**src/hdl/ged_pkg.sv**
```systemverilog
// ged_pkg: shared types, register indexes, event codes and reset values
// for the gesture event detector; no dependencies
package ged_pkg;

  localparam int unsigned TimeW = 32;
  localparam int unsigned FlexW = 12;
  localparam int unsigned AngleW = 16;
  localparam int unsigned CenterW = 15;
  localparam int unsigned GapW = 16;
  localparam int unsigned EventW = 3;
  localparam int unsigned CfgIndexW = 3;
  localparam int unsigned CfgDataW = 16;

  localparam logic [CfgIndexW-1:0] REG_FLEX_ONE_THRESH = 3'd0;
  localparam logic [CfgIndexW-1:0] REG_FLEX_TWO_THRESH = 3'd1;
  localparam logic [CfgIndexW-1:0] REG_RIGHT_EDGE = 3'd2;
  localparam logic [CfgIndexW-1:0] REG_LEFT_EDGE = 3'd3;
  localparam logic [CfgIndexW-1:0] REG_CENTER_BAND = 3'd4;
  localparam logic [CfgIndexW-1:0] REG_PLAY_PAUSE_GAP = 3'd5;
  localparam logic [CfgIndexW-1:0] REG_VOLUME_GAP = 3'd6;
  localparam logic [CfgIndexW-1:0] REG_TRACK_GAP = 3'd7;

  localparam logic [EventW-1:0] EV_NONE = 3'd0;
  localparam logic [EventW-1:0] EV_PLAY = 3'd1;
  localparam logic [EventW-1:0] EV_VOL_UP = 3'd2;
  localparam logic [EventW-1:0] EV_VOL_DOWN = 3'd3;
  localparam logic [EventW-1:0] EV_NEXT = 3'd4;
  localparam logic [EventW-1:0] EV_PREV = 3'd5;

  typedef enum logic [1:0] {
    ZONE_CENTER = 2'd0,
    ZONE_RIGHT  = 2'd1,
    ZONE_LEFT   = 2'd2
  } zone_t;

  typedef struct packed {
    logic [FlexW-1:0]          flex_one_thresh;
    logic [FlexW-1:0]          flex_two_thresh;
    logic signed [AngleW-1:0]  right_edge;
    logic signed [AngleW-1:0]  left_edge;
    logic [CenterW-1:0]        center_band;
    logic [GapW-1:0]           play_pause_gap_ms;
    logic [GapW-1:0]           volume_gap_ms;
    logic [GapW-1:0]           track_gap_ms;
  } cfg_t;

  localparam cfg_t CFG_RESET = '{
    flex_one_thresh:   12'd2048,
    flex_two_thresh:   12'd2048,
    right_edge:        16'sd2500,
    left_edge:         -16'sd2500,
    center_band:       15'd1000,
    play_pause_gap_ms: 16'd600,
    volume_gap_ms:     16'd300,
    track_gap_ms:      16'd800
  };

  typedef struct packed {
    logic [TimeW-1:0]          now_ms;
    logic [FlexW-1:0]          flex_one;
    logic [FlexW-1:0]          flex_two;
    logic signed [AngleW-1:0]  tilt_angle;
  } sample_t;

endpackage

```
**src/hdl/ged_if.sv**
```systemverilog
// ged_if: valid/ready channel interfaces for samples and events
// depends on ged_pkg
interface ged_sample_if import ged_pkg::*; ();
  logic                      valid;
  logic                      ready;
  logic [TimeW-1:0]          now_ms;
  logic [FlexW-1:0]          flex_one;
  logic [FlexW-1:0]          flex_two;
  logic signed [AngleW-1:0]  tilt_angle;

  modport source(output valid, now_ms, flex_one, flex_two, tilt_angle, input ready);
  modport sink(input valid, now_ms, flex_one, flex_two, tilt_angle, output ready);
endinterface

interface ged_event_if import ged_pkg::*; ();
  logic              valid;
  logic              ready;
  logic [EventW-1:0] event_code;

  modport source(output valid, event_code, input ready);
  modport sink(input valid, event_code, output ready);
endinterface

```
**src/hdl/ged_cfg_regs.sv**
```systemverilog
// ged_cfg_regs: configuration register bank with indexed write port
// depends on ged_pkg
module ged_cfg_regs import ged_pkg::*; (
  input  logic                 clk,
  input  logic                 rst,
  input  logic                 cfg_we,
  input  logic [CfgIndexW-1:0] cfg_index,
  input  logic [CfgDataW-1:0]  cfg_wdata,
  output cfg_t                 cfg
);

  always_ff @(posedge clk) begin
    if (rst) begin
      cfg <= CFG_RESET;
    end else if (cfg_we) begin
      case (cfg_index)
        REG_FLEX_ONE_THRESH: cfg.flex_one_thresh <= cfg_wdata[FlexW-1:0];
        REG_FLEX_TWO_THRESH: cfg.flex_two_thresh <= cfg_wdata[FlexW-1:0];
        REG_RIGHT_EDGE:      cfg.right_edge <= cfg_wdata;
        REG_LEFT_EDGE:       cfg.left_edge <= cfg_wdata;
        REG_CENTER_BAND:     cfg.center_band <= cfg_wdata[CenterW-1:0];
        REG_PLAY_PAUSE_GAP:  cfg.play_pause_gap_ms <= cfg_wdata;
        REG_VOLUME_GAP:      cfg.volume_gap_ms <= cfg_wdata;
        REG_TRACK_GAP:       cfg.track_gap_ms <= cfg_wdata;
        default: ;
      endcase
    end
  end

endmodule

```
**src/hdl/ged_event_core.sv**
```systemverilog
// ged_event_core: per-sample event decision, cooldown timestamps and tilt zone
// depends on ged_pkg
module ged_event_core import ged_pkg::*; (
  input  logic              clk,
  input  logic              rst,
  input  cfg_t              cfg,
  input  sample_t           sample,
  input  logic              fire,
  output logic [EventW-1:0] event_code
);

  zone_t            tilt_zone, tilt_zone_next;
  logic [TimeW-1:0] last_play_time, last_vol_up_time, last_vol_down_time, last_track_time;
  logic             upd_play, upd_vol_up, upd_vol_down, upd_track;

  logic                     bent1, bent2;
  logic                     play_ok, vol_up_ok, vol_down_ok, track_ok;
  logic signed [AngleW-1:0] angle;
  logic [AngleW:0]          angle_wide, magnitude;
  logic [TimeW-1:0]         now;

  assign now = sample.now_ms;
  assign angle = $signed(sample.tilt_angle);
  assign angle_wide = {angle[AngleW-1], angle};
  assign magnitude = angle[AngleW-1] ? (~angle_wide + 1'b1) : angle_wide;

  assign bent1 = sample.flex_one >= cfg.flex_one_thresh;
  assign bent2 = sample.flex_two >= cfg.flex_two_thresh;

  // wrapping time differences against the cooldowns
  assign play_ok = (now - last_play_time) >= {{(TimeW-GapW){1'b0}}, cfg.play_pause_gap_ms};
  assign vol_up_ok = (now - last_vol_up_time) >= {{(TimeW-GapW){1'b0}}, cfg.volume_gap_ms};
  assign vol_down_ok = (now - last_vol_down_time) >= {{(TimeW-GapW){1'b0}}, cfg.volume_gap_ms};
  assign track_ok = (now - last_track_time) >= {{(TimeW-GapW){1'b0}}, cfg.track_gap_ms};

  always_comb begin
    event_code = EV_NONE;
    tilt_zone_next = tilt_zone;
    upd_play = 1'b0;
    upd_vol_up = 1'b0;
    upd_vol_down = 1'b0;
    upd_track = 1'b0;
    if (bent1 && bent2 && play_ok) begin
      event_code = EV_PLAY;
      upd_play = 1'b1;
    end else if (bent2 && vol_up_ok) begin
      event_code = EV_VOL_UP;
      upd_vol_up = 1'b1;
    end else if (bent1 && vol_down_ok) begin
      event_code = EV_VOL_DOWN;
      upd_vol_down = 1'b1;
    end else if (angle > cfg.right_edge) begin
      tilt_zone_next = ZONE_RIGHT;
      if (tilt_zone != ZONE_RIGHT && track_ok) begin
        event_code = EV_NEXT;
        upd_track = 1'b1;
      end
    end else if (angle < cfg.left_edge) begin
      tilt_zone_next = ZONE_LEFT;
      if (tilt_zone != ZONE_LEFT && track_ok) begin
        event_code = EV_PREV;
        upd_track = 1'b1;
      end
    end else if (magnitude < {2'b00, cfg.center_band}) begin
      tilt_zone_next = ZONE_CENTER;
    end
  end

  always_ff @(posedge clk) begin
    if (rst) begin
      tilt_zone <= ZONE_CENTER;
      last_play_time <= '0;
      last_vol_up_time <= '0;
      last_vol_down_time <= '0;
      last_track_time <= '0;
    end else if (fire) begin
      tilt_zone <= tilt_zone_next;
      if (upd_play) last_play_time <= now;
      if (upd_vol_up) last_vol_up_time <= now;
      if (upd_vol_down) last_vol_down_time <= now;
      if (upd_track) last_track_time <= now;
    end
  end

  a_play_stamp: assert property (@(posedge clk) disable iff (rst)
    fire && event_code == EV_PLAY |=> last_play_time == $past(now))
    else $error("play timestamp not taken");

  a_next_zone: assert property (@(posedge clk) disable iff (rst)
    fire && event_code == EV_NEXT |=> tilt_zone == ZONE_RIGHT)
    else $error("next track without right zone");

  a_zone_hold: assert property (@(posedge clk) disable iff (rst)
    !fire |=> $stable(tilt_zone) && $stable(last_track_time))
    else $error("state changed without a sample");

endmodule

```
**src/hdl/gesture_event_detector.sv**
```systemverilog
// gesture_event_detector: top level, input register, decision core, result register
// depends on ged_pkg, ged_if, ged_cfg_regs, ged_event_core
//
// samples (sink): one transfer per sensor sample (now_ms, flex_one, flex_two,
//   tilt_angle). events (source): exactly one event_code per sample, in order.
// cfg_we / cfg_index / cfg_wdata: register write, taken at any edge with
//   cfg_we high; write only while no sample is in flight.
// path: an accepted sample passes through the input register, then decision
//   logic into the result register.
// throughput: one sample per cycle while the event side is ready; the compares
//   and the four 32-bit cooldown subtractions fit between the two registers.
// reset: registers return to their reset values, tilt zone to center, all
//   cooldown timestamps to zero, both stages empty.
// stall: while events.ready is low the result holds; the input register, if
//   empty, still takes one more sample, then samples.ready drops until the result
//   is taken.
module gesture_event_detector import ged_pkg::*; (
  input  logic                 clk,
  input  logic                 rst,
  input  logic                 cfg_we,
  input  logic [CfgIndexW-1:0] cfg_index,
  input  logic [CfgDataW-1:0]  cfg_wdata,
  ged_sample_if.sink           samples,
  ged_event_if.source          events
);

  cfg_t              cfg;
  sample_t           s1_data;
  logic              s1_valid;
  logic              out_valid;
  logic [EventW-1:0] out_code;
  logic [EventW-1:0] core_code;
  logic              out_free;
  logic              fire;

  ged_cfg_regs u_cfg (
    .clk       (clk),
    .rst       (rst),
    .cfg_we    (cfg_we),
    .cfg_index (cfg_index),
    .cfg_wdata (cfg_wdata),
    .cfg       (cfg)
  );

  ged_event_core u_core (
    .clk        (clk),
    .rst        (rst),
    .cfg        (cfg),
    .sample     (s1_data),
    .fire       (fire),
    .event_code (core_code)
  );

  assign out_free = !out_valid || events.ready;
  assign fire = s1_valid && out_free;
  assign samples.ready = !s1_valid || out_free;
  assign events.valid = out_valid;
  assign events.event_code = out_code;

  always_ff @(posedge clk) begin
    if (rst) begin
      s1_valid <= 1'b0;
      out_valid <= 1'b0;
    end else begin
      if (samples.ready) s1_valid <= samples.valid;
      if (out_free) out_valid <= s1_valid;
    end
  end

  always_ff @(posedge clk) begin
    if (samples.valid && samples.ready) begin
      s1_data.now_ms <= samples.now_ms;
      s1_data.flex_one <= samples.flex_one;
      s1_data.flex_two <= samples.flex_two;
      s1_data.tilt_angle <= samples.tilt_angle;
    end
    if (fire) out_code <= core_code;
  end

  a_code_range: assert property (@(posedge clk) disable iff (rst)
    out_valid |-> (out_code <= EV_PREV))
    else $error("event code out of range");

  a_result_load: assert property (@(posedge clk) disable iff (rst)
    fire |=> out_valid && out_code == $past(core_code))
    else $error("result register not loaded");

  a_no_drop: assert property (@(posedge clk) disable iff (rst)
    s1_valid && !out_free |=> s1_valid && $stable(s1_data))
    else $error("held sample lost");

endmodule

```
**src/flat_wrapper.sv**
```systemverilog
// flat-port wrapper written by rule: the top's interface ports become plain ports
module gesture_event_detector_flat import ged_pkg::*;
  (clk, rst, cfg_we, cfg_index, cfg_wdata, samples_valid, samples_now_ms, samples_flex_one, samples_flex_two, samples_tilt_angle, samples_ready, events_valid, events_event_code, events_ready);
  ged_sample_if samples_i ();
  ged_event_if events_i ();
  input  logic clk;
  input  logic rst;
  input  logic cfg_we;
  input  logic [CfgIndexW-1:0] cfg_index;
  input  logic [CfgDataW-1:0] cfg_wdata;
  input wire logic [$bits(samples_i.valid)-1:0] samples_valid;
  input wire logic [$bits(samples_i.now_ms)-1:0] samples_now_ms;
  input wire logic [$bits(samples_i.flex_one)-1:0] samples_flex_one;
  input wire logic [$bits(samples_i.flex_two)-1:0] samples_flex_two;
  input wire logic [$bits(samples_i.tilt_angle)-1:0] samples_tilt_angle;
  output wire logic [$bits(samples_i.ready)-1:0] samples_ready;
  output wire logic [$bits(events_i.valid)-1:0] events_valid;
  output wire logic [$bits(events_i.event_code)-1:0] events_event_code;
  input wire logic [$bits(events_i.ready)-1:0] events_ready;
  assign samples_i.valid = samples_valid;
  assign samples_i.now_ms = samples_now_ms;
  assign samples_i.flex_one = samples_flex_one;
  assign samples_i.flex_two = samples_flex_two;
  assign samples_i.tilt_angle = samples_tilt_angle;
  assign samples_ready = samples_i.ready;
  assign events_valid = events_i.valid;
  assign events_event_code = events_i.event_code;
  assign events_i.ready = events_ready;
  gesture_event_detector u_core (.clk(clk), .rst(rst), .cfg_we(cfg_we), .cfg_index(cfg_index), .cfg_wdata(cfg_wdata), .samples(samples_i), .events(events_i));
endmodule
```
**config.mk**
```make
export PLATFORM = sky130hd
export DESIGN_NAME = gesture_event_detector_flat
export DESIGN_NICKNAME = d
export VERILOG_FILES = /design/src/hdl/ged_pkg.sv /design/src/hdl/ged_if.sv /design/src/hdl/ged_cfg_regs.sv /design/src/hdl/ged_event_core.sv /design/src/hdl/gesture_event_detector.sv /design/src/flat_wrapper.sv
export SDC_FILE = /design/constraint.sdc
export NUM_CORES = 1
export LEC_CHECK = 0
export ABC_AREA = 1
export ABC_CLOCK_PERIOD_IN_PS = 8400
export BUFFER_PORTS_ARGS = -buffer_cell sky130_fd_sc_hd__buf_2
export CAP_MARGIN = 20
export CELL_PAD_IN_SITES_DETAIL_PLACEMENT = 1
export CELL_PAD_IN_SITES_GLOBAL_PLACEMENT = 2
export CORE_ASPECT_RATIO = 1.4
export CORE_MARGIN = 2
export CORE_UTILIZATION = 38
export CTS_CLUSTER_SIZE = 16
export DETAILED_ROUTE_END_ITERATION = 12
export PLACE_DENSITY_LB_ADDON = 0.1
export SLEW_MARGIN = 20
export SYNTH_ARGS = -nofsm -noshare
export SYNTH_HDL_FRONTEND = slang
export SYNTH_SLANG_ARGS = --single-unit
```
**constraint.sdc**
```tcl
create_clock -name clk -period 8.4 [get_ports clk]
set_input_delay 1.68 -clock clk [delete_from_list [all_inputs] [get_ports clk]]
set_output_delay 1.68 -clock clk [all_outputs]
set_load 0.01 [all_outputs]
```
==> run metrics, run 1 <==
Post-Syn Instances=3814; critical path's largest stage delay=650 ps; Hold WC Path Type=reg2reg; cts hold-fix bufs=0; vias in the first global route=25595; Initial Util=38.25%; postcts setup bufs=0; # IOs=101; Sw Share=35.69%; sequential element share of the synthesized area=29.67%; Net Switching=1741 µW; initial antenna violation count=2; Clk pwr share=35.6%; Reg-to-Reg End=u_core.u_core.last_vol_down_time[7]; Syn-to-layout area delta=10.47%; MaxCap Viol Count=0; Startpoint Class=register; CP max stage cell=nor2_4; Max VDD drop=154.6 µV; post-CTS sizing=0; Filler cells=8530; Max Slew Vio Count=0; Pwr Total=4877 µW; worst hold path startpoint=u_core.u_cfg.cfg[70]; accumulated negative setup slack=0 ps; CP Capture Type=register; largest net degree at the start of global routing=146; hold depth=2; f_max=171.4 MHz; clock skew=19.57 ps; worst path buffer plus inverter count=4; GR Util All Layers=28.66%; sequential share of power=35.9%; row count=110; combinational share of power=28.5%; Pint=3136 µW; die height=304.6 µm; Clock Pin Slew Worst Setup and Hold Paths=60 ps; drt first pass iters=5; worst endpoint data arrival time=6300 ps; Layout Nets=4246; Post-synth EDFFs=75; Hold Crit Endpoint=u_core.u_cfg.cfg[70]; Routed Antenna Nets=0; WL final=95380 µm; Worst-Margin Slew=1084 ps; Max H-tree Level=2; ys flop type=dfxtp_1; period utilisation layout=69.46%; Hold Fails Final Rpt=0; Ant. Diodes=0; Yosys reg bits=326; CP max FO=38; GR Overflow Total=0; GPL Wtd Cong=0.9206; Worst EP required=8870 ps; Root Buffer=clkbuf_16; Slew HR=27.71%; ys async rst share=0%; worst r2r src=u_core.s1_data[40]; post-layout min period=5835 ps; WL/cell=20.05 µm; Iteration-0 DRC Markers=1288; Setup Crit Path Kind=reg2reg; Post-Syn Area=24530 µm²; # DRC=0; Port Buffers=100; core box area=64140 µm²; syn_area_per_cell=6.432 µm²; Num CTS Buffers=38; first-pass GRT wire length=146700 µm; Max clock buf depth=3; Static Leakage=0.01361 µW; die area=66630 µm²; DR vias=24412; Yosys warning total=0; DIE WIDTH=218.7 µm; Clk Latency, worst-skew pair=580 ps; Num Clock Sinks=326; Final HPWL DP=77920 µm; most numerous cell on the critical path=nand2_1; PwrDens=180.0 nW/µm²; r2r setup slk=2570 ps; detail-routed via count per cell=5.131; syn_nets=4172; endpoints failing setup=0; layout cells sized above 1=5.079%; Netlist cell types=47; Hold Slack=460.2 ps; status=finished, final reports clean; RSZ-0062 raised after global routing=false; CP delay by family, top=simple AND/OR/NAND/NOR gates; Register-to-Register Path Depth=30; CTS tree=built
==> worst max path at each step <==
| stage | startpoint | endpoint | slack (ps) | cells past startpoint |
|---|---|---|---|---|
| 3_5_place_dp | u_core.s1_data[40] | u_core.u_core.last_vol_down_time[21] | 2600 | 30 |
| 6_report | u_core.s1_data[40] | u_core.u_core.last_vol_down_time[7] | 2570 | 30 |
| 4_1_cts | u_core.s1_data[40] | u_core.u_core.last_vol_down_time[7] | 2550 | 30 |
| 3_3_place_gp | u_core.s1_data[40] | u_core.u_core.last_vol_down_time[5] | 2690 | 30 |
| 5_1_grt | u_core.s1_data[40] | u_core.u_core.last_vol_down_time[14] | 2080 | 30 |
| 2_1_floorplan | events_ready | u_core.s1_data[0] | 4620 | 4 |
==> layout by cell type (no fill, tap or decap), types with 7 or more instances in the layout <==
master,n
buf_2,100
o21ai_0,191
nand4_1,23
a211oi_1,9
nor2_1,407
xnor2_1,11
a21o_1,7
inv_1,713
clkbuf_8,7
xor2_1,65
nand2_2,7
nand3b_1,7
buf_4,17
nand3_1,162
dfxtp_1,251
edfxtp_1,75
clkinv_1,7
clkbuf_16,38
o211ai_1,32
inv_2,8
o21bai_1,11
nand2_1,1085
a21oi_1,289
clkbuf_1,11
nor3_1,68
ha_1,258
==> logic make-up after synthesis <==
logic type / Yosys count / share of synthesized area, %
xor+xnor: 76 / 2.714
simple gates: 1782 / 29.24
buf+inv: 810 / 12.76
fa+ha+maj: 262 / 13.49
compound gates: 558 / 12.13
flops: 326 / 29.67
==> area by class of cell <==
cell class	count	area, µm²	area share [%]
Sequential cell	326	7277	26.86
Clock inverter	14	185.2	0.6834
Multi-Input combinational cell	2678	14130	52.15
Timing Repair Buffer	117	628.1	2.318
Inverter	727	2735	10.09
Clock buffer	56	1089	4.017
Tap cell	840	1051	3.879
==> layer usage <==
| layer | vias to the layer above | share of wire [%] | global-route usage, % |
|---|---|---|---|
| li1 | 12137 | - | - |
| met4 | 4 | 5.4 | 13.50 |
| met1 | 11659 | 41 | 33.07 |
| met5 | - | 0.025 | 0 |
| met2 | 445 | 50 | 52.50 |
| met3 | 167 | 3.2 | 2.735 |
==> Yosys cell counts, types with 2 or more instances <==
cell type / instances / area share, %
o21ai_1: 6 / 0.12
dfxtp_1: 251 / 20
nand2_1: 1087 / 17
o211ai_1: 32 / 0.98
and3_1: 3 / 0.077
nor3_1: 68 / 1.4
nand3_1: 162 / 3.3
buf_2: 11 / 0.22
clkinv_1: 5 / 0.077
o21ai_0: 191 / 3.9
fa_1: 4 / 0.33
a211oi_1: 9 / 0.28
a21boi_0: 2 / 0.061
edfxtp_1: 75 / 9.2
nor2_4: 2 / 0.092
a21o_1: 7 / 0.21
nand2_2: 6 / 0.15
and2_1: 4 / 0.10
buf_4: 6 / 0.18
nor4_1: 4 / 0.10
clkbuf_1: 49 / 0.75
o21bai_1: 11 / 0.34
ha_1: 258 / 13
a21oi_1: 289 / 5.9
buf_1: 9 / 0.14
o21a_1: 6 / 0.18
xor2_1: 65 / 2.3
inv_2: 8 / 0.12
inv_1: 714 / 11
buf_6: 7 / 0.32
nand4_1: 23 / 0.59
or2_1: 2 / 0.051
nand3b_1: 7 / 0.21
nand2_4: 2 / 0.092
nor2_1: 407 / 6.2
xnor2_1: 11 / 0.39
==> state kept, by name, summed over array words and instances (netlist names) <==
| register | count |
|---|---|
| u_core.s1_data | 72 |
| u_core.u_core.last_vol_up_time | 32 |
| u_core.u_core.last_play_time | 32 |
| u_core.u_core.last_vol_down_time | 32 |
| u_core.u_cfg.cfg | 119 |
| u_core.events.valid | 1 |
| u_core.s1_valid | 1 |
| u_core.events.event_code | 3 |
| u_core.u_core.last_track_time | 32 |
| u_core.u_core.tilt_zone | 2 |
==> through the flow <==
stage / area (µm²) / util (%) / setup slack, ps / instances
2_1_floorplan: 24530 / - / 4621 / 3814
3_3_place_gp: 25820 / 40.26 / 2690 / 4688
3_5_place_dp: 25820 / 40.26 / 2595 / 4688
4_1_cts: 27090 / 42.24 / 2550 / 4758
5_1_grt: 27100 / 42.25 / 2083 / 4758
6_report: 27100 / 42.25 / 2565 / 4758
==> power by group through the flow <==
| stage | clock network, µW | logic (µW) | registers [µW] |
|---|---|---|---|
| after global placement | 0 | 1340 | 1780 |
| after global routing | 1830 | 1580 | 1760 |
| after detailed placement | 0 | 1380 | 1790 |
| after floorplan | 0 | 948 | 1750 |
| final | 1740 | 1390 | 1750 |
| after CTS | 1780 | 1400 | 1750 |
==> worst register-to-register path, delay by kind of cell (launching register included) <==
family / cells / cell delay (ps)
buffers and inverters: 4 / 1210
xor gates and xnor gates: 1 / 200
DFF: 1 / 420
and+or+nand+nor: 20 / 2690
adders and majority gates: 3 / 880
AOI/OAI and AO/OA: 2 / 340
Note: power is estimated with default switching activity, not from simulation.
==> inputs of run 2 (changes only) <==
- ABC_CLOCK_PERIOD_IN_PS: 8400 -> 5300
- CORE_UTILIZATION: 38 -> 32
- clock period: 8.4 -> 5.3 ns (I/O delays scaled with it)
==> run metrics, run 2 (synthesis results as in run 1) <==
Num Clock Sinks=326; Num CTS Buffers=39; Clk Latency, worst-skew pair=590 ps; Clock Pin Slew Worst Setup and Hold Paths=60 ps; commonest non-fill, non-tap cells in the layout=nand2_1 (1085), inv_1 (713), nor2_1 (407); CTS tree=built; Routed Antenna Nets=0; initial antenna violation count=1; Hold WC Path Type=reg2reg; Final HPWL DP=73950 µm; Syn-to-layout area delta=11.54%; Reg with most FFs=u_core.u_cfg.cfg; endpoints failing setup=0; # DRC=0; CP Capture Type=register; Pwr Total=7646 µW; Clk pwr share=35.3%; period utilisation layout=89.94%; max FFs per register=119; Hold Fails Final Rpt=0; GPL Wtd Cong=0.8518; core box area=76270 µm²; status=finished, final reports clean; Max Slew Vio Count=0; f_max=209.8 MHz; CP max FO=65; combinational share of power=28.3%; clock skew=24.59 ps; WL final=91960 µm; row count=120; RSZ-0062 raised after global routing=false; WL/cell=18.73 µm; Initial Util=32.16%; Layout Nets=4258; detail-routed via count per cell=4.809; MaxCap Viol Count=0; Sw Share=35.98%; post-layout min period=4767 ps; Root Buffer=clkbuf_16; drt first pass iters=7; Max H-tree Level=2; Net Switching=2751 µW; Slew HR=40.45%; post-CTS sizing=0; Startpoint Class=register; Max clock buf depth=3; Pint=4895 µW; accumulated negative setup slack=0 ps; PwrDens=279.5 nW/µm²; die height=331.6 µm; worst endpoint data arrival time=5240 ps; DIE WIDTH=238.0 µm; Port Buffers=100; largest net degree at the start of global routing=109; sequential share of power=36.4%; postcts setup bufs=0; first-pass GRT wire length=141600 µm; biggest regs=u_core.u_cfg.cfg: 119 flops, u_core.s1_data: 72 flops; Iteration-0 DRC Markers=1059; Max VDD drop=250.1 µV; cts hold-fix bufs=0; Filler cells=9986; Setup Crit Path Kind=reg2reg; die area=78920 µm²; GR Overflow Total=0; # IOs=101; vias in the first global route=24080; Worst-Margin Slew=893.3 ps; DR vias=23607; Static Leakage=0.01364 µW; GR Util All Layers=23.30%; Worst EP required=5770 ps; commonest non-fill, non-tap cell in the layout=nand2_1; layout cells sized above 1=5.266%
==> run 2: final timing paths <==
kind	start	endpoint	slack, ps	depth (start not counted)
setup / recovery	u_core.s1_data[41]	u_core.u_core.last_track_time[25]	530	26
hold / removal	u_core.u_cfg.cfg[3]	u_core.u_cfg.cfg[3]	460	2
setup reg to reg	u_core.s1_data[41]	u_core.u_core.last_track_time[25]	530	26
hold reg to reg	u_core.u_cfg.cfg[3]	u_core.u_cfg.cfg[3]	460	2
==> run 2: worst max-delay path: stages, from the launching register on <==
cell,delay (ps)
edfxtp_1,740
inv_1,210
fa_1,480
inv_1,80
nand3_1,60
nand2_1,170
nand2_1,90
nand2_1,230
nand2_1,80
nand2_1,150
xor2_1,250
ha_1,270
inv_1,70
nor3_1,60
a211oi_1,170
nand2_1,110
nand2_1,90
nand2_1,100
nor2_1,100
nand2_1,60
nor2_1,90
nand2_1,180
nand3_1,200
nand2_2,90
buf_12,200
a21oi_1,190
nor2_1,60
==> run 2: area by class of cell <==
type | count | area, µm² | area share (%)
diodes | 2 | 5.005 | 0.01829
clock buffers | 54 | 1054 | 3.851
clock inverters | 18 | 167.7 | 0.6128
inverters | 727 | 2735 | 9.997
multi-input cells | 2678 | 14130 | 51.63
flip-flops and latches | 326 | 7277 | 26.60
well taps | 976 | 1221 | 4.463
repair buffers | 128 | 773.2 | 2.826
==> run 2: routing by layer <==
layer | up-vias | global-route usage [%] | wire length [µm]
met5 | - | 0 | 0
met2 | 294 | 42.97 | 46640
li1 | 12166 | - | -
met4 | 0 | 6.316 | 2531
met1 | 11055 | 28.61 | 40510
met3 | 92 | 2.189 | 2283
==> run 2: power by group through the flow <==
| stage | Combinational (µW) | Sequential (µW) | Clock (µW) |
|---|---|---|---|
| 4_1_cts | 2190 | 2790 | 2790 |
| 5_1_grt | 2490 | 2800 | 2870 |
| 2_1_floorplan | 1500 | 2780 | 0 |
| 3_5_place_dp | 2180 | 2840 | 0 |
| 6_report | 2160 | 2790 | 2700 |
| 3_3_place_gp | 2170 | 2840 | 0 |
==> run 2: stage by stage <==
| step | instances | setup slack [ps] | hold WS [ps] | area, µm² | utilization (%) |
|---|---|---|---|---|---|
| final | 4909 | 533.1 | 459.2 | 27360 | 35.87 |
| after global routing | 4907 | 55.43 | 480.9 | 27360 | 35.86 |
| after CTS | 4907 | 462.5 | 462.0 | 27360 | 35.86 |
| after detailed placement | 4835 | 481.9 | 453.0 | 26130 | 34.26 |
| after global placement | 4835 | 492.0 | 447.8 | 26130 | 34.26 |
| after floorplan | 3814 | 1707 | 435.3 | 24530 | - |
